===== src/rtl/evc_pkg.sv =====
// Shared types and constants for the exclusive zone valve controller.
`timescale 1ns / 1ps

package evc_pkg;

	// action codes carried on the input tuser
	typedef enum logic [2:0] {
		ACT_TICK      = 3'd0,
		ACT_OPEN      = 3'd1,
		ACT_CLOSE     = 3'd2,
		ACT_CLOSE_ALL = 3'd3,
		ACT_LOCK      = 3'd4,
		ACT_QUERY     = 3'd5
	} action_t;

	localparam int unsigned ZONE_W    = 4;
	localparam int unsigned DUR_W     = 32;
	localparam int unsigned LEVELS_W  = 8;
	localparam int unsigned IN_DATA_W = 40;
	localparam int unsigned OUT_DATA_W = 16;

	// one input item
	typedef struct packed {
		action_t             action;
		logic [ZONE_W-1:0]   zone;
		logic [DUR_W-1:0]    duration_ms;
	} item_t;

	// one result item
	typedef struct packed {
		logic                accepted;
		logic [ZONE_W-1:0]   open_zone;
		logic                zone_is_open;
		logic [LEVELS_W-1:0] relay_levels;
	} result_t;

endpackage


===== src/rtl/evc_core.sv =====
// Valve state registers and the single-pass step logic.
`timescale 1ns / 1ps

module evc_core #(
	parameter int unsigned ZONES = 6
) (
	input  logic             clk,
	input  logic             arst_n,
	input  logic             step_en,
	input  evc_pkg::item_t   item,
	input  logic             relay_pol_low,
	output evc_pkg::result_t result
);

	logic [evc_pkg::ZONE_W-1:0] active_q, active_d;
	logic [evc_pkg::DUR_W-1:0]  now_q, now_d;
	logic [evc_pkg::DUR_W-1:0]  opened_q, opened_d;
	logic [evc_pkg::DUR_W-1:0]  limit_q, limit_d;
	logic [evc_pkg::DUR_W-1:0]  lockout_q, lockout_d;

	logic                       zone_ok;
	logic                       lock_active;
	logic                       expire;
	logic                       accepted;
	logic [evc_pkg::DUR_W-1:0]  now_inc;
	logic [evc_pkg::DUR_W-1:0]  elapsed;
	logic [evc_pkg::DUR_W-1:0]  lock_diff;
	logic [evc_pkg::LEVELS_W-1:0] levels;

	// shared terms
	assign zone_ok     = (item.zone != '0) && (item.zone <= evc_pkg::ZONE_W'(ZONES));
	assign lock_diff   = now_q - lockout_q;
	assign lock_active = (lockout_q != '0) && lock_diff[evc_pkg::DUR_W-1];
	assign now_inc     = now_q + evc_pkg::DUR_W'(1);
	assign elapsed     = now_inc - opened_q;
	assign expire      = (active_q != '0) && (limit_q != '0) && (elapsed >= limit_q);

	// next state and accepted flag
	always_comb begin
		active_d  = active_q;
		now_d     = now_q;
		opened_d  = opened_q;
		limit_d   = limit_q;
		lockout_d = lockout_q;
		accepted  = 1'b0;
		unique case (item.action)
			evc_pkg::ACT_TICK: begin
				now_d    = now_inc;
				accepted = 1'b1;
				if (expire) begin
					active_d = '0;
					opened_d = '0;
					limit_d  = '0;
				end
			end
			evc_pkg::ACT_OPEN: begin
				priority if (!zone_ok) begin
					accepted = 1'b0;
				end else if (active_q == item.zone) begin
					accepted = 1'b1;
				end else if (lock_active || active_q != '0) begin
					accepted = 1'b0;
				end else begin
					active_d = item.zone;
					opened_d = now_q;
					limit_d  = item.duration_ms;
					accepted = 1'b1;
				end
			end
			evc_pkg::ACT_CLOSE: begin
				if (zone_ok) begin
					accepted = 1'b1;
					if (active_q == item.zone) begin
						active_d = '0;
						opened_d = '0;
						limit_d  = '0;
					end
				end
			end
			evc_pkg::ACT_CLOSE_ALL: begin
				active_d = '0;
				opened_d = '0;
				limit_d  = '0;
				accepted = 1'b1;
			end
			evc_pkg::ACT_LOCK: begin
				lockout_d = now_q + item.duration_ms;
				accepted  = 1'b1;
			end
			evc_pkg::ACT_QUERY: begin
				accepted = zone_ok;
			end
			default: begin
				accepted = 1'b0;
			end
		endcase
	end

	// relay pin levels from the zone open after the step
	always_comb begin
		levels = '0;
		for (int i = 0; i < evc_pkg::LEVELS_W; i++) begin
			if (i < ZONES) begin
				levels[i] = (active_d == evc_pkg::ZONE_W'(i + 1)) ^ relay_pol_low;
			end
		end
	end

	assign result.accepted     = accepted;
	assign result.open_zone    = active_d;
	assign result.zone_is_open = zone_ok && (active_d == item.zone);
	assign result.relay_levels = levels;

	// state registers
	always_ff @(posedge clk or negedge arst_n) begin
		if (!arst_n) begin
			active_q  <= '0;
			now_q     <= '0;
			opened_q  <= '0;
			limit_q   <= '0;
			lockout_q <= '0;
		end else if (step_en) begin
			active_q  <= active_d;
			now_q     <= now_d;
			opened_q  <= opened_d;
			limit_q   <= limit_d;
			lockout_q <= lockout_d;
		end
	end

	// open zone is never out of range
	a_zone_range: assert property (@(posedge clk) disable iff (!arst_n)
		active_q <= evc_pkg::ZONE_W'(ZONES))
		else $error("open zone out of range");

	// close all leaves no zone open
	a_close_all: assert property (@(posedge clk) disable iff (!arst_n)
		step_en && item.action == evc_pkg::ACT_CLOSE_ALL |=> active_q == '0)
		else $error("zone still open after close all");

	// a closed valve carries no timer
	a_closed_clear: assert property (@(posedge clk) disable iff (!arst_n)
		active_q == '0 |-> limit_q == '0 && opened_q == '0)
		else $error("timer left set with no zone open");

	// the clock only moves on ticks
	a_now_tick: assert property (@(posedge clk) disable iff (!arst_n)
		step_en && item.action != evc_pkg::ACT_TICK |=> $stable(now_q))
		else $error("millisecond counter moved without a tick");

endmodule


===== src/rtl/evc_obuf.sv =====
// Result register between the step logic and the output stream.
`timescale 1ns / 1ps

module evc_obuf (
	input  logic             clk,
	input  logic             arst_n,
	input  logic             in_valid,
	output logic             in_ready,
	input  evc_pkg::result_t in_result,
	output logic             m_tvalid,
	input  logic             m_tready,
	output logic [evc_pkg::OUT_DATA_W-1:0] m_tdata
);

	logic             valid_q;
	evc_pkg::result_t result_q;

	// free when empty or being drained this cycle
	assign in_ready = !valid_q || m_tready;

	always_ff @(posedge clk or negedge arst_n) begin
		if (!arst_n) begin
			valid_q <= 1'b0;
		end else if (in_ready) begin
			valid_q <= in_valid;
		end
	end

	always_ff @(posedge clk) begin
		if (in_ready && in_valid) begin
			result_q <= in_result;
		end
	end

	assign m_tvalid = valid_q;
	assign m_tdata  = {2'b00, result_q.relay_levels, result_q.zone_is_open,
		result_q.open_zone, result_q.accepted};

endmodule


===== src/rtl/exclusive_zone_valve_controller.sv =====
// Top level of the exclusive zone valve controller.
//
//  channel   dir  handshake             payload
//  s_*       in   s_tvalid / s_tready   tuser: action; tdata: zone, duration_ms
//  m_*       out  m_tvalid / m_tready   tdata: accepted, open_zone, zone_is_open,
//                                        relay_levels
//  cfg_*     in   cfg_valid / cfg_ready cfg_data: relay_pol_low
//
// One item per cycle sustained while m_tready is high; a result reaches m_tdata
// through the input register, then the result register.
// The step logic is one pass of compares and 32-bit adds between those registers.
// Reset clears all timers and closes every zone; relay_pol_low resets to 1.
// A stalled output holds its result while the input register still takes one
// more item; cfg_ready is always high.
`timescale 1ns / 1ps

module exclusive_zone_valve_controller #(
	parameter int unsigned ZONES = 6
) (
	input  logic                             clk,
	input  logic                             arst_n,
	input  logic                             s_tvalid,
	output logic                             s_tready,
	// [3:0] zone, [35:4] duration_ms, [39:36] zero
	input  logic [evc_pkg::IN_DATA_W-1:0]    s_tdata,
	// [2:0] action
	input  logic [2:0]                       s_tuser,
	output logic                             m_tvalid,
	input  logic                             m_tready,
	// [0] accepted, [4:1] open_zone, [5] zone_is_open, [13:6] relay_levels,
	// [15:14] zero
	output logic [evc_pkg::OUT_DATA_W-1:0]   m_tdata,
	input  logic                             cfg_valid,
	output logic                             cfg_ready,
	input  logic                             cfg_data
);

	logic             relay_pol_low_q;
	logic             valid_s1;
	evc_pkg::item_t   item_s1;
	logic             advance;
	logic             step_en;
	evc_pkg::result_t result;

	// configuration register
	assign cfg_ready = 1'b1;

	always_ff @(posedge clk or negedge arst_n) begin
		if (!arst_n) begin
			relay_pol_low_q <= 1'b1;
		end else if (cfg_valid && cfg_ready) begin
			relay_pol_low_q <= cfg_data;
		end
	end

	// input register
	assign s_tready = !valid_s1 || advance;
	assign step_en  = valid_s1 && advance;

	always_ff @(posedge clk or negedge arst_n) begin
		if (!arst_n) begin
			valid_s1 <= 1'b0;
		end else if (s_tready) begin
			valid_s1 <= s_tvalid;
		end
	end

	always_ff @(posedge clk) begin
		if (s_tvalid && s_tready) begin
			item_s1.action      <= evc_pkg::action_t'(s_tuser);
			item_s1.zone        <= s_tdata[evc_pkg::ZONE_W-1:0];
			item_s1.duration_ms <= s_tdata[evc_pkg::ZONE_W +: evc_pkg::DUR_W];
		end
	end

	evc_core #(
		.ZONES(ZONES)
	) u_core (
		.clk          (clk),
		.arst_n       (arst_n),
		.step_en      (step_en),
		.item         (item_s1),
		.relay_pol_low(relay_pol_low_q),
		.result       (result)
	);

	evc_obuf u_obuf (
		.clk      (clk),
		.arst_n   (arst_n),
		.in_valid (step_en),
		.in_ready (advance),
		.in_result(result),
		.m_tvalid (m_tvalid),
		.m_tready (m_tready),
		.m_tdata  (m_tdata)
	);

endmodule

===== config.mk =====
export PLATFORM = sky130hd
export DESIGN_NAME = exclusive_zone_valve_controller
export DESIGN_NICKNAME = d
export VERILOG_FILES = /design/src/rtl/evc_pkg.sv /design/src/rtl/evc_core.sv /design/src/rtl/evc_obuf.sv /design/src/rtl/exclusive_zone_valve_controller.sv
export SDC_FILE = /design/constraint.sdc
export NUM_CORES = 1
export LEC_CHECK = 0
export BUFFER_PORTS_ARGS = -buffer_cell sky130_fd_sc_hd__clkbuf_2
export CORE_MARGIN = 3
export CORE_UTILIZATION = 25
export CTS_CLUSTER_SIZE = 40
export DETAILED_ROUTE_END_ITERATION = 10
export GPL_TIMING_DRIVEN = 0
export PLACE_DENSITY = 0.39
export SYNTH_ARGS = -nofsm -noshare
export SYNTH_HDL_FRONTEND = slang
export SYNTH_HIERARCHICAL = 1
export SYNTH_SLANG_ARGS = --single-unit

===== constraint.sdc =====
create_clock -name clk -period 17.9 [get_ports clk]
set_input_delay 0.895 -clock clk [delete_from_list [all_inputs] [get_ports clk]]
set_output_delay 0.895 -clock clk [all_outputs]
set_load 0.005 [all_outputs]

==> tab_implementation.tex, run 1 <==
\begin{tabular}{lr}
\hline
Metric & Value \\
\hline
\multicolumn{2}{l}{\textbf{STA}} \\
Slew HR & 0.332 \\
Fin. max-slew vios & 0 \\
RSZ-0062 raised after global routing & no \\
Total of endpoints with negative setup slack in the final report & 0 \\
Hold Slack & 468 ps \\
Endpoints failing hold & 0 \\
Highest Clock Rate & 132 MHz \\
Final critical path time including I/O delays and setup & 7550 ps \\
Worst-Margin Slew & 997 ps \\
Period utilisation layout & 0.422 \\
Setup total negative slack & 0 ps \\
Setup slack after layout & 10350 ps \\
Fin Clk Skew & 22.2 ps \\
\multicolumn{2}{l}{\textbf{Worst hold path}} \\
Type of the tightest min-delay check & in -> async \\
\multicolumn{2}{l}{\textbf{Global routing}} \\
Pin count of the biggest net entering global routing & 73 \\
Via count of the first global-routing pass & 10022 \\
Wire length of the first global-routing pass & 59.2 mm \\
Global route overflow & 0 \\
Number of antenna violations at the first check in global routing & 0 \\
Global Route Usage Sum & 0.145 \\
\multicolumn{2}{l}{\textbf{CTS}} \\
TritonCTS clock tree & done \\
Number of H-tree levels & 4 \\
Clock Tree Buf Depth & 2 \\
Clock latency on the worst-skew pair & 470 ps \\
Clock root buffer master & sky130\_fd\_sc\_hd\_\_clkbuf\_16 \\
Clock slew at reported path FFs & 80 ps \\
CTS Sinks & 188 \\
Number of gates resized after cts & 0 \\
Setup fix buffers added after clock tree synthesis & 0 \\
Count of hold buffers inserted by post-cts repair & 0 \\
CTS Buf Count & 17 \\
\multicolumn{2}{l}{\textbf{Pwr}} \\
Peak supply drop & 0.0000739 V \\
Total power divided by cell area & 114 nW/um\^{}2 \\
Final Total Pwr & 1.66 mW \\
Static Leak & 6.40 nW \\
\multicolumn{2}{l}{\textbf{Floorplan}} \\
Width of the die & 232 um \\
Starting utilization of the core area & 0.253 \\
Num rows & 82 \\
CORE AREA & 50300 um\^{}2 \\
Die footprint & 53700 um\^{}2 \\
IO Count & 68 \\
Vert. Die Dim & 232 um \\
\multicolumn{2}{l}{\textbf{Worst setup path}} \\
Crit-path slowest cell & sky130\_fd\_sc\_hd\_\_nor4\_1 \\
Startpoint type of the worst setup path & flop \\
Category of the most critical setup path & reg -> reg \\
Data arrival time of the critical path & 7870 ps \\
Max stage delay on crit path & 860 ps \\
Critical path fanouts, max & 10 \\
CP Capture Type & flop \\
Worst Path Required & 18220 ps \\
\multicolumn{2}{l}{\textbf{Synth}} \\
Simple-gate area share of the yosys netlist & 0.176 \\
Top cell type by total area after synthesis & sky130\_fd\_sc\_hd\_\_dfrtp\_1 \\
Synth warnings & 6 \\
Distinct cell type count of the synthesized netlist & 74 \\
Sequential element share of the synthesized area & 0.390 \\
Post-synth EDFFs & 53 \\
Syn Area/Cell & 9.02 um\^{}2 \\
Multiplexer area fraction after synthesis & 0.00285 \\
Synthesized-area fraction occupied by xor and xnor cells & 0.0865 \\
Gate Count Post-Synth & 1413 \\
Combinational family with the most area after synthesis & simple AND/OR/NAND/NOR gates \\
Post-synth ARST share & 0.718 \\
Leading register cell type out of synthesis & sky130\_fd\_sc\_hd\_\_dfrtp\_1 \\
Number of synthesized register bits & 188 \\
Compound-Gate Fraction of Synth Area & 0.162 \\
Top cells by area, synth & sky130\_fd\_sc\_hd\_\_dfrtp\_1, sky130\_fd\_sc\_hd\_\_edfxtp\_1, sky130\_fd\_sc\_hd\_\_ha\_1, sky130\_fd\_sc\_hd\_\_nand2\_1, sky130\_fd\_sc\_hd\_\_o21ai\_0 \\
Post-synthesis adder-cell area fraction & 0.126 \\
Share of the synthesized area in the top cell type & 0.263 \\
Area of the mapped netlist & 12700 um\^{}2 \\
\multicolumn{2}{l}{\textbf{Final layout}} \\
Area Overhead vs Synth & 13.9\% \\
Number of nets in the layout & 1671 \\
Number of antenna diodes & 0 \\
Final instance count without filler cells & 2180 \\
Total of fill cells in the finished design & 5427 \\
Finished Core Util & 0.289 \\
Share of cells above drive strength 1 & 0.0915 \\
Finished Cell Area & 14500 um\^{}2 \\
\multicolumn{2}{l}{\textbf{Route}} \\
Antenna violation net count after detailed routing & 0 \\
Mean number of vias per cell & 4.59 \\
Total number of vias & 10004 \\
Final wirelength & 38.3 mm \\
Routed wire length per instance & 17.6 um \\
Remaining routing DRC violations & 0 \\
Length of the first detailed-routing pass in iterations & 5 \\
1st-iter DRT viols & 526 \\
\multicolumn{2}{l}{\textbf{Placed design}} \\
Final HPWL from detailed placement & 30.9 mm \\
Routability congestion estimate from global placement & 0.863 \\
Cell total after placement & 2148 \\
Cell area after placement & 13900 um\^{}2 \\
Count of input and output buffers & 60 \\
Setup Slack @ Placement & 10210 ps \\
\multicolumn{2}{l}{\textbf{Outcome}} \\
Status & completed \\
\multicolumn{2}{l}{\textbf{Flow run}} \\
Maximum Capacitance Violations & 0 \\
\hline
\end{tabular}
-- where the power goes --
group	internal (mW)	leakage (nW)	switching [mW]
Combinational	0.318	3.82	0.397
Sequential	0.496	2.31	0.0603
Clock	0.186	0.270	0.201
Total	0.999	6.40	0.658
-- metal layers --
metal	routed length [um]	global-route usage	vias to the layer above
met4	847	0.0471	0
met1	20100	0.215	4701
met3	1020	0.0168	36
met5	0	0	-
met2	16400	0.217	165
li1	-	-	5102
-- synthesized netlist by cell type, types with 6 or more instances --
master                     number
sky130_fd_sc_hd__a21oi_1       67
sky130_fd_sc_hd__nor2_1        66
sky130_fd_sc_hd__a211oi_1       8
sky130_fd_sc_hd__and2_1         9
sky130_fd_sc_hd__nand2_1      217
sky130_fd_sc_hd__buf_2          6
sky130_fd_sc_hd__clkbuf_1      30
sky130_fd_sc_hd__xnor2_1       72
sky130_fd_sc_hd__o21a_1        20
sky130_fd_sc_hd__inv_1        121
sky130_fd_sc_hd__o31ai_1        8
sky130_fd_sc_hd__o211ai_1      10
sky130_fd_sc_hd__nor2b_1       13
sky130_fd_sc_hd__buf_4          8
sky130_fd_sc_hd__a21o_1        39
sky130_fd_sc_hd__and3_1        14
sky130_fd_sc_hd__a31oi_1       11
sky130_fd_sc_hd__dfrtp_1      134
sky130_fd_sc_hd__nor3_1        21
sky130_fd_sc_hd__nand4_1       25
sky130_fd_sc_hd__ha_1         125
sky130_fd_sc_hd__or3_1          6
sky130_fd_sc_hd__nor4_1        24
sky130_fd_sc_hd__edfxtp_1      53
sky130_fd_sc_hd__o21ai_0      126
sky130_fd_sc_hd__nand3_1       29
sky130_fd_sc_hd__xor2_1        52
sky130_fd_sc_hd__nand2b_1      15
-- placed cells by master (no fill, tap or decap), drive strengths merged, types with 53 or more instances in the layout --
master / instances
a21oi: 67
clkbuf: 107
dfrtp: 134
edfxtp: 53
ha: 125
inv: 129
nand2: 217
nor2: 68
o21ai: 128
xnor2: 73
-- layout make-up --
type | instances | area [um^2] | area share
Multi-Input combinational cell | 1057 | 7080 | 0.488
Timing Repair Buffer | 61 | 337 | 0.0232
Clock buffer | 17 | 425 | 0.0293
Clock inverter | 15 | 151 | 0.0104
Inverter | 121 | 454 | 0.0313
Tap cell | 672 | 841 | 0.0580
Sequential cell | 188 | 4970 | 0.343
Buffer | 49 | 244 | 0.0168
-- cell families after synthesis --
group	after synthesis
buffers and inverters	170
adder cells (fa/ha/maj)	127
XOR/XNOR	125
flip-flops	188
other	3
AND/OR/NAND/NOR	466
multiplexers	3
AO/OA/AOI/OAI	331
-- state kept, by name, indices dropped and copies added (netlist names) --
| register | count |
|---|---|
| item_s1 | 39 |
| u_core/limit_q | 32 |
| u_core/lockout_q | 32 |
| u_core/now_q | 32 |
| u_core/opened_q | 32 |
| u_obuf/m_tdata | 14 |
| u_core/active_q | 4 |
| relay_pol_low_q | 1 |
| u_obuf/m_tvalid | 1 |
| valid_s1 | 1 |
-- critical path, delay by kind of cell (launching register included) --
family / cells / cell delay, ps
XOR/XNOR: 2 / 370
AND/OR/NAND/NOR: 11 / 3170
AO/OA/AOI/OAI: 9 / 1840
buffers and inverters: 3 / 600
adder cells (fa/ha/maj): 3 / 890
flip-flops: 1 / 530
-- path summary, 6_finish.rpt --
check	from	endpoint	slack [ps]	cells after the start
max	u_core/now_q[0]$_DFFE_PN0P_	u_core/limit_q[1]$_DFFE_PN0P_	10350	28
min	arst_n	u_core/lockout_q[1]$_DFFE_PN0P_	470	1
max reg2reg	u_core/now_q[0]$_DFFE_PN0P_	u_core/limit_q[1]$_DFFE_PN0P_	10350	28
min reg2reg	u_core/opened_q[11]$_DFFE_PN0P_	u_core/opened_q[11]$_DFFE_PN0P_	480	2
max in group asynchronous	arst_n	relay_pol_low_q$_DFFE_PN1P_	16610	2
min in group clk	u_core/opened_q[11]$_DFFE_PN0P_	u_core/opened_q[11]$_DFFE_PN0P_	480	2
(Power assumes the default switching activity.)
==> inputs of run 2 (changes only) <==
--- a/config.mk
+++ b/config.mk
@@ -5,6 +5,7 @@
 export SDC_FILE = /design/constraint.sdc
 export NUM_CORES = 1
 export LEC_CHECK = 0
+export ABC_AREA = 1
 export BUFFER_PORTS_ARGS = -buffer_cell sky130_fd_sc_hd__clkbuf_2
 export CORE_MARGIN = 3
 export CORE_UTILIZATION = 25
==> constraint.sdc (replaced) <==
create_clock -name clk -period 6.95 [get_ports clk]
set_input_delay 0.3475 -clock clk [delete_from_list [all_inputs] [get_ports clk]]
set_output_delay 0.3475 -clock clk [all_outputs]
set_load 0.005 [all_outputs]
==> tab_implementation.tex, run 2 <==
\begin{tabular}{lr}
\hline
Metric & Value \\
\hline
\multicolumn{2}{l}{\textbf{Pwr}} \\
Static Leak & 7.36 nW (was 6.40 nW) \\
Peak supply drop & 0.000171 V (was 0.0000739 V) \\
Total power divided by cell area & 296 nW/um\^{}2 (was 114 nW/um\^{}2) \\
Final Total Pwr & 4.52 mW (was 1.66 mW) \\
\multicolumn{2}{l}{\textbf{Final layout}} \\
Most frequent cells in the layout & sky130\_fd\_sc\_hd\_\_nand2\_1, sky130\_fd\_sc\_hd\_\_inv\_1, sky130\_fd\_sc\_hd\_\_dfrtp\_1, sky130\_fd\_sc\_hd\_\_ha\_1, sky130\_fd\_sc\_hd\_\_nand3\_1 (was sky130\_fd\_sc\_hd\_\_nand2\_1, sky130\_fd\_sc\_hd\_\_dfrtp\_1, sky130\_fd\_sc\_hd\_\_o21ai\_0, sky130\_fd\_sc\_hd\_\_ha\_1, sky130\_fd\_sc\_hd\_\_inv\_1) \\
Area Overhead vs Synth & 16.5\% (was 13.9\%) \\
Most frequent standard cell in the layout excluding fill and tap cells & sky130\_fd\_sc\_hd\_\_nand2\_1 (unchanged) \\
Finished Cell Area & 15300 um\^{}2 (was 14500 um\^{}2) \\
Largest reg by FF count & item\_s1 (unchanged) \\
Number of nets in the layout & 1969 (was 1671) \\
Number of antenna diodes & 0 (unchanged) \\
Share of cells above drive strength 1 & 0.0903 (was 0.0915) \\
Max FFs per register & 39 (unchanged) \\
\multicolumn{2}{l}{\textbf{Worst hold path}} \\
Type of the tightest min-delay check & in -> reg (was in -> async) \\
Launch instance of the worst min-delay path & s\_tdata[8] \\
\multicolumn{2}{l}{\textbf{Route}} \\
Mean number of vias per cell & 4.52 (was 4.59) \\
Total length of routed met3 wires & 1.19 mm (was 1.02 mm) \\
Final wirelength & 41.6 mm (was 38.3 mm) \\
Total number of vias & 11239 (was 10004) \\
Length of the first detailed-routing pass in iterations & 5 (unchanged) \\
Top Metal Used & met4 (unchanged) \\
Antenna violation net count after detailed routing & 0 (unchanged) \\
Remaining routing DRC violations & 0 (unchanged) \\
Met2 Routed Length & 19.4 mm (was 16.4 mm) \\
Routed wire length per instance & 16.7 um (was 17.6 um) \\
WL met1 & 20.2 mm (was 20.1 mm) \\
1st-iter DRT viols & 580 (was 526) \\
\multicolumn{2}{l}{\textbf{Global routing}} \\
Number of antenna violations at the first check in global routing & 0 (unchanged) \\
Wire length of the first global-routing pass & 66.0 mm (was 59.2 mm) \\
Via count of the first global-routing pass & 11681 (was 10022) \\
Global Route Usage Sum & 0.155 (was 0.145) \\
Global route overflow & 0 (unchanged) \\
Pin count of the biggest net entering global routing & 102 (was 73) \\
\multicolumn{2}{l}{\textbf{Worst setup path}} \\
Startpoint type of the worst setup path & flop (unchanged) \\
Worst r2r src & u\_core/now\_q[1]\$\_DFFE\_PN0P\_ (was u\_core/now\_q[0]\$\_DFFE\_PN0P\_) \\
Worst Path Required & 7360 ps (was 18220 ps) \\
Crit-path slowest cell & sky130\_fd\_sc\_hd\_\_dfrtp\_1 (was sky130\_fd\_sc\_hd\_\_nor4\_1) \\
Category of the most critical setup path & reg -> reg (unchanged) \\
CP Capture Type & flop (unchanged) \\
Critical path fanouts, max & 10 (unchanged) \\
Data arrival time of the critical path & 6700 ps (was 7870 ps) \\
Critical path launch point & u\_core/now\_q[1]\$\_DFFE\_PN0P\_ (was u\_core/now\_q[0]\$\_DFFE\_PN0P\_) \\
Max stage delay on crit path & 480 ps (was 860 ps) \\
CP dominant cell by count & sky130\_fd\_sc\_hd\_\_nand2\_1 \\
\multicolumn{2}{l}{\textbf{Synth}} \\
Sequential element share of the synthesized area & 0.379 (was 0.390) \\
Simple-gate area share of the yosys netlist & 0.230 (was 0.176) \\
Synthesized-area fraction occupied by xor and xnor cells & 0.0408 (was 0.0865) \\
Post-synth ARST share & 0.718 (unchanged) \\
Top cell type by total area after synthesis & sky130\_fd\_sc\_hd\_\_dfrtp\_1 (unchanged) \\
Top cells by area, synth & sky130\_fd\_sc\_hd\_\_dfrtp\_1, sky130\_fd\_sc\_hd\_\_edfxtp\_1, sky130\_fd\_sc\_hd\_\_ha\_1, sky130\_fd\_sc\_hd\_\_nand2\_1, sky130\_fd\_sc\_hd\_\_inv\_1 (was sky130\_fd\_sc\_hd\_\_dfrtp\_1, sky130\_fd\_sc\_hd\_\_edfxtp\_1, sky130\_fd\_sc\_hd\_\_ha\_1, sky130\_fd\_sc\_hd\_\_nand2\_1, sky130\_fd\_sc\_hd\_\_o21ai\_0) \\
Synth warnings & 6 (unchanged) \\
Library cell with the highest instance count after synthesis & sky130\_fd\_sc\_hd\_\_nand2\_1 (unchanged) \\
Distinct cell type count of the synthesized netlist & 52 (was 74) \\
Syn Area/Cell & 7.82 um\^{}2 (was 9.02 um\^{}2) \\
Gate Count Post-Synth & 1676 (was 1413) \\
Share of the synthesized area in the top cell type & 0.256 (was 0.263) \\
Number of synthesized register bits & 188 (unchanged) \\
Post-synth EDFFs & 53 (unchanged) \\
Area of the mapped netlist & 13100 um\^{}2 (was 12700 um\^{}2) \\
Compound-Gate Fraction of Synth Area & 0.132 (was 0.162) \\
Multiplexer area fraction after synthesis & 0 (was 0.00285) \\
Cell types with the highest counts after synthesis & sky130\_fd\_sc\_hd\_\_nand2\_1, sky130\_fd\_sc\_hd\_\_inv\_1, sky130\_fd\_sc\_hd\_\_dfrtp\_1 (was sky130\_fd\_sc\_hd\_\_nand2\_1, sky130\_fd\_sc\_hd\_\_dfrtp\_1, sky130\_fd\_sc\_hd\_\_o21ai\_0) \\
Combinational family with the most area after synthesis & simple AND/OR/NAND/NOR gates (unchanged) \\
Post-synthesis adder-cell area fraction & 0.122 (was 0.126) \\
Leading register cell type out of synthesis & sky130\_fd\_sc\_hd\_\_dfrtp\_1 (unchanged) \\
\multicolumn{2}{l}{\textbf{CTS}} \\
CTS Sinks & 188 (unchanged) \\
Clock latency on the worst-skew pair & 490 ps (was 470 ps) \\
TritonCTS clock tree & done (unchanged) \\
Setup fix buffers added after clock tree synthesis & 0 (unchanged) \\
Number of H-tree levels & 4 (unchanged) \\
CTS Buf Count & 17 (unchanged) \\
Clock slew at reported path FFs & 70 ps (was 80 ps) \\
Clock root buffer master & sky130\_fd\_sc\_hd\_\_clkbuf\_16 (unchanged) \\
Clock Tree Buf Depth & 2 (unchanged) \\
\multicolumn{2}{l}{\textbf{Floorplan}} \\
Die footprint & 55200 um\^{}2 (was 53700 um\^{}2) \\
Starting utilization of the core area & 0.254 (was 0.253) \\
IO Count & 68 (unchanged) \\
Num rows & 83 (was 82) \\
Vert. Die Dim & 235 um (was 232 um) \\
CORE AREA & 51600 um\^{}2 (was 50300 um\^{}2) \\
Width of the die & 235 um (was 232 um) \\
\multicolumn{2}{l}{\textbf{Flow run}} \\
Maximum Capacitance Violations & 0 (unchanged) \\
\multicolumn{2}{l}{\textbf{Placed design}} \\
Cell area after placement & 14300 um\^{}2 (was 13900 um\^{}2) \\
Setup Slack @ Placement & 408 ps (was 10210 ps) \\
Final HPWL from detailed placement & 33.6 mm (was 30.9 mm) \\
Count of input and output buffers & 60 (unchanged) \\
Routability congestion estimate from global placement & 0.889 (was 0.863) \\
\multicolumn{2}{l}{\textbf{STA}} \\
Hold Slack & 51.3 ps (was 468 ps) \\
Worst-Margin Slew & 1200 ps (was 997 ps) \\
Fin. max-slew vios & 0 (unchanged) \\
Period utilisation layout & 0.905 (was 0.422) \\
Total of endpoints with negative setup slack in the final report & 0 (unchanged) \\
Fin Clk Skew & 14.1 ps (was 22.2 ps) \\
Endpoints failing hold & 0 (unchanged) \\
Setup total negative slack & 0 ps (unchanged) \\
Slew HR & 0.203 (was 0.332) \\
Highest Clock Rate & 159 MHz (was 132 MHz) \\
Setup slack after layout & 659 ps (was 10350 ps) \\
Final critical path time including I/O delays and setup & 6290 ps (was 7550 ps) \\
\multicolumn{2}{l}{\textbf{Outcome}} \\
Status & completed (unchanged) \\
\hline
\end{tabular}
## run 2: path summary, 6_finish.rpt
check                           cells past startpoint                                to  slack, ps
worst max-delay path                               35    u_core/limit_q[30]$_DFFE_PN0P_        660
worst min-delay path                                1              item_s1[4]$_DFFE_PP_         50
worst max register to register                     35    u_core/limit_q[30]$_DFFE_PN0P_        660
worst min register to register                      2  u_core/lockout_q[22]$_DFFE_PN0P_        490
max in group asynchronous                           3       u_core/now_q[0]$_DFFE_PN0P_       5740
min in group asynchronous                           2    u_core/limit_q[27]$_DFFE_PN0P_        340
## run 2: area by class of cell
type | count | area (um^2)
Fill cell | 5562 | 36300
Multi-Input combinational cell | 1180 | 6930
Sequential cell | 188 | 4970
Inverter | 268 | 1010
Tap cell | 680 | 851
Timing Repair Buffer | 96 | 697
Clock buffer | 24 | 452
Buffer | 42 | 239
Clock inverter | 8 | 121
## run 2: per-layer routing
layer  track usage  up-vias
li1              -     5792
met1         0.205     5226
met2         0.256      174
met3        0.0311       47
met4        0.0449        0
met5             0        -
## run 2: timing repair
| item | 4_1_cts | 5_1_grt |
|---|---|---|
| hold buffers | 34 | 0 |
| hold endpoints to repair | 67 | 0 |
| endpoints found under the setup margin | 0 | 70 |
| resized for setup | 0 | 4 |
## run 2: per-stage QoR
stage	cells	utilization
global route	2486	0.296
detailed placement	2420	0.278
global placement	2418	0.276
CTS	2486	0.296
finish	2486	0.296
floorplan	1678	-
## run 2: kinds of logic after synthesis
kind of cell,after synthesis
AO/OA/AOI/OAI,317
XOR/XNOR,61
adder cells (fa/ha/maj),127
buffers and inverters,310
flip-flops,188
other,3
AND/OR/NAND/NOR,670
## run 2: where the power goes
group | total (mW) | internal, mW | switching (mW)
logic | 2.05 | 0.809 | 1.24
clock network | 1.02 | 0.564 | 0.457
registers | 1.45 | 1.30 | 0.149
## run 2: critical path, delay by kind of cell (launching register included)
kind                       cells  cell delay [ps]
adders and majority gates      3              950
buffers and inverters          4              640
DFF                            1              480
xor gates and xnor gates       1              170
AOI/OAI and AO/OA              2              220
and+or+nand+nor               25             3740
==> inputs of run 3 (changes only) <==
--- a/config.mk
+++ b/config.mk
@@ -5,10 +5,12 @@
 export SDC_FILE = /design/constraint.sdc
 export NUM_CORES = 1
 export LEC_CHECK = 0
-export ABC_AREA = 1
+export ABC_AREA = 0
 export BUFFER_PORTS_ARGS = -buffer_cell sky130_fd_sc_hd__clkbuf_2
+export CAP_MARGIN = 20
 export CORE_MARGIN = 3
 export CORE_UTILIZATION = 25
+export CTS_BUF_LIST = sky130_fd_sc_hd__clkbuf_16
 export CTS_CLUSTER_SIZE = 40
 export DETAILED_ROUTE_END_ITERATION = 10
 export GPL_TIMING_DRIVEN = 0
==> tab_implementation.tex, run 3 (synthesis gave the netlist of run 1 again) <==
\begin{tabular}{lr}
\hline
Metric & Value \\
\hline
\multicolumn{2}{l}{\textbf{Outcome}} \\
Status & completed (unchanged) \\
\multicolumn{2}{l}{\textbf{Pwr}} \\
Relative contribution of the clock network to total power & 0.232 (was 0.226) \\
Peak supply drop & 0.000190 V (was 0.000171 V) \\
Psw & 1.70 mW (was 1.84 mW) \\
Total power divided by cell area & 293 nW/um\^{}2 (was 296 nW/um\^{}2) \\
Cell internal power dissipation & 2.58 mW (was 2.68 mW) \\
Combinational cell fraction of total power & 0.433 (was 0.453) \\
Sw Share & 0.398 (was 0.408) \\
Static Leak & 6.46 nW (was 7.36 nW) \\
Part of the power in registers & 0.335 (was 0.321) \\
\multicolumn{2}{l}{\textbf{Route}} \\
Final wirelength & 38.4 mm (was 41.6 mm) \\
Remaining routing DRC violations & 0 (unchanged) \\
Length of the first detailed-routing pass in iterations & 7 (was 5) \\
Routed wire length per instance & 17.6 um (was 16.7 um) \\
Mean number of vias per cell & 4.58 (was 4.52) \\
1st-iter DRT viols & 528 (was 580) \\
Antenna violation net count after detailed routing & 0 (unchanged) \\
Total number of vias & 9999 (was 11239) \\
\multicolumn{2}{l}{\textbf{Worst setup path}} \\
Worst Reg2Reg Path Length in Cells & 27 (was 35) \\
Max stage delay on crit path & 630 ps (was 480 ps) \\
Worst Path Required & 7270 ps (was 7360 ps) \\
Startpoint type of the worst setup path & flop (unchanged) \\
Data arrival time of the critical path & 6820 ps (was 6700 ps) \\
CP dominant cell by count & sky130\_fd\_sc\_hd\_\_nand2\_1 (unchanged) \\
CP Capture Type & flop (unchanged) \\
Category of the most critical setup path & reg -> reg (unchanged) \\
Cell count along the critical path & 27 (was 35) \\
Critical path fanouts, max & 10 (unchanged) \\
Crit-path slowest cell & sky130\_fd\_sc\_hd\_\_or4b\_2 (was sky130\_fd\_sc\_hd\_\_dfrtp\_1) \\
Kind of cell adding the most delay to the critical path & simple AND/OR/NAND/NOR gates (unchanged) \\
Number of buffers and inverters on the critical path & 3 (was 4) \\
\multicolumn{2}{l}{\textbf{STA}} \\
Slew HR & 0.335 (was 0.203) \\
Worst-Margin Slew & 991 ps (was 1200 ps) \\
Fin Clk Skew & 18.0 ps (was 14.1 ps) \\
RSZ-0062 raised after global routing & no \\
Total of endpoints with negative setup slack in the final report & 0 (unchanged) \\
Highest Clock Rate & 154 MHz (was 159 MHz) \\
Final critical path time including I/O delays and setup & 6500 ps (was 6290 ps) \\
Hold Slack & 55.6 ps (was 51.3 ps) \\
Period utilisation layout & 0.935 (was 0.905) \\
Fin. max-slew vios & 0 (unchanged) \\
Endpoints failing hold & 0 (unchanged) \\
\multicolumn{2}{l}{\textbf{Global routing}} \\
Pin count of the biggest net entering global routing & 73 (was 102) \\
Via count of the first global-routing pass & 10042 (was 11681) \\
Wire length of the first global-routing pass & 59.3 mm (was 66.0 mm) \\
Number of antenna violations at the first check in global routing & 0 (unchanged) \\
Global Route Usage Sum & 0.145 (was 0.155) \\
Global route overflow & 0 (unchanged) \\
\multicolumn{2}{l}{\textbf{Final layout}} \\
Max FFs per register & 39 (unchanged) \\
Finished Core Util & 0.291 (was 0.296) \\
Number of nets in the layout & 1672 (was 1969) \\
Most frequent standard cell in the layout excluding fill and tap cells & sky130\_fd\_sc\_hd\_\_nand2\_1 (unchanged) \\
Number of antenna diodes & 0 (unchanged) \\
Most frequent cells in the layout & sky130\_fd\_sc\_hd\_\_nand2\_1, sky130\_fd\_sc\_hd\_\_dfrtp\_1, sky130\_fd\_sc\_hd\_\_ha\_1, sky130\_fd\_sc\_hd\_\_o21ai\_0, sky130\_fd\_sc\_hd\_\_inv\_1 (was sky130\_fd\_sc\_hd\_\_nand2\_1, sky130\_fd\_sc\_hd\_\_inv\_1, sky130\_fd\_sc\_hd\_\_dfrtp\_1, sky130\_fd\_sc\_hd\_\_ha\_1, sky130\_fd\_sc\_hd\_\_nand3\_1) \\
Share of cells above drive strength 1 & 0.105 (was 0.0903) \\
Area Overhead vs Synth & 14.7\% (was 16.5\%) \\
Largest reg by FF count & item\_s1 (unchanged) \\
\multicolumn{2}{l}{\textbf{CTS}} \\
Clock slew at reported path FFs & 80 ps (was 70 ps) \\
Clock Tree Buf Depth & 2 (unchanged) \\
CTS Sinks & 188 (unchanged) \\
Number of H-tree levels & 4 (unchanged) \\
Clock root buffer master & sky130\_fd\_sc\_hd\_\_clkbuf\_16 (unchanged) \\
TritonCTS clock tree & done (unchanged) \\
Clock latency on the worst-skew pair & 460 ps (was 490 ps) \\
CTS Buf Count & 17 (unchanged) \\
\multicolumn{2}{l}{\textbf{Floorplan}} \\
Starting utilization of the core area & 0.253 (was 0.254) \\
Die footprint & 53700 um\^{}2 (was 55200 um\^{}2) \\
Vert. Die Dim & 232 um (was 235 um) \\
CORE AREA & 50300 um\^{}2 (was 51600 um\^{}2) \\
Width of the die & 232 um (was 235 um) \\
IO Count & 68 (unchanged) \\
Num rows & 82 (was 83) \\
\multicolumn{2}{l}{\textbf{Placed design}} \\
Count of input and output buffers & 60 (unchanged) \\
Routability congestion estimate from global placement & 0.863 (was 0.889) \\
Final HPWL from detailed placement & 30.9 mm (was 33.6 mm) \\
\multicolumn{2}{l}{\textbf{Worst hold path}} \\
Min-Delay Path Depth & 1 (unchanged) \\
Type of the tightest min-delay check & in -> reg (unchanged) \\
\multicolumn{2}{l}{\textbf{Flow run}} \\
Maximum Capacitance Violations & 0 (unchanged) \\
\hline
\end{tabular}
-- run 3: worst paths after layout --
kind	slack (ps)	from	to
worst max-delay path	450	u_core/now_q[8]$_DFFE_PN0P_	u_core/limit_q[1]$_DFFE_PN0P_
worst min-delay path	60	s_tdata[2]	item_s1[34]$_DFFE_PP_
worst max register to register	450	u_core/now_q[8]$_DFFE_PN0P_	u_core/limit_q[1]$_DFFE_PN0P_
worst min register to register	480	u_core/opened_q[11]$_DFFE_PN0P_	u_core/opened_q[11]$_DFFE_PN0P_
max in group asynchronous	5640	arst_n	relay_pol_low_q$_DFFE_PN1P_
min in group asynchronous	480	arst_n	u_core/lockout_q[1]$_DFFE_PN0P_
-- run 3: power by group through the flow --
stage	clock [mW]	sequential [mW]	combinational (mW)
3_5_place_dp	0	1.46	1.85
3_3_place_gp	0	1.46	1.82
2_1_floorplan	0	1.38	1.38
4_1_cts	1.03	1.44	1.87
6_report	0.996	1.44	1.86
5_1_grt	1.07	1.45	2.12
-- run 3: metrics by stage --
| step | TNS, ps | instances | setup WS [ps] | cell area (um^2) | total power, mW |
|---|---|---|---|---|---|
| final | 0 | 2181 | 449 | 14600 | 4.29 |
| after global routing | 0 | 2181 | 16.4 | 14600 | 4.65 |
| after CTS | 0 | 2181 | 52.9 | 14500 | 4.34 |
| after detailed placement | -43510 | 2148 | -744 | 13900 | 3.31 |
| after global placement | -36930 | 2147 | -655 | 13900 | 3.28 |
| after floorplan | 0 | 1415 | 1080 | 12700 | 2.76 |
-- run 3: layer usage --
| metal | track usage | vias to the layer above | part of all wire |
|---|---|---|---|
| met2 | 0.219 | 127 | 0.43 |
| li1 | - | 5104 | - |
| met5 | 0 | - | 0 |
| met1 | 0.215 | 4732 | 0.53 |
| met3 | 0.0168 | 36 | 0.022 |
| met4 | 0.0451 | 0 | 0.021 |
-- run 3: final cells by class --
type / count / area [um^2]
fill: 5419 / 35700
multi-input combinational: 1057 / 7160
sequential: 188 / 4970
tap: 672 / 841
inverter: 121 / 454
clock buffer: 17 / 425
timing repair buffer: 64 / 362
buffer: 47 / 239
clock inverter: 15 / 151
-- run 3: worst register-to-register path: stages, from the launching register on --
cell	delay [ps]
sky130_fd_sc_hd__dfrtp_1	580
sky130_fd_sc_hd__nand2_1	160
sky130_fd_sc_hd__nor4_4	420
sky130_fd_sc_hd__nand4_4	190
sky130_fd_sc_hd__nor3_4	200
sky130_fd_sc_hd__nand3_2	170
sky130_fd_sc_hd__xnor2_2	200
sky130_fd_sc_hd__ha_1	370
sky130_fd_sc_hd__a21o_1	180
sky130_fd_sc_hd__a21oi_1	210
sky130_fd_sc_hd__or4b_2	630
sky130_fd_sc_hd__o21ai_2	180
sky130_fd_sc_hd__o21ai_0	120
sky130_fd_sc_hd__nor2_1	190
sky130_fd_sc_hd__a21oi_1	110
sky130_fd_sc_hd__xor2_1	150
sky130_fd_sc_hd__ha_1	300
sky130_fd_sc_hd__nand4_1	150
sky130_fd_sc_hd__a211oi_2	220
sky130_fd_sc_hd__o311a_1	250
sky130_fd_sc_hd__o21a_1	220
sky130_fd_sc_hd__o21a_2	230
sky130_fd_sc_hd__nand2_1	180
sky130_fd_sc_hd__buf_4	220
sky130_fd_sc_hd__buf_4	210
sky130_fd_sc_hd__buf_6	180
sky130_fd_sc_hd__nand2_1	80
sky130_fd_sc_hd__o31ai_1	60
-- run 3: repair_timing --
item | 4_1_cts | 5_1_grt
pin swaps | 2 | 1
hold endpoints to repair | 71 | 0
hold buffers | 1 | 0
endpoints found under the setup margin | 73 | 71
resized for setup | 6 | 19
setup buffers | 2 | 0
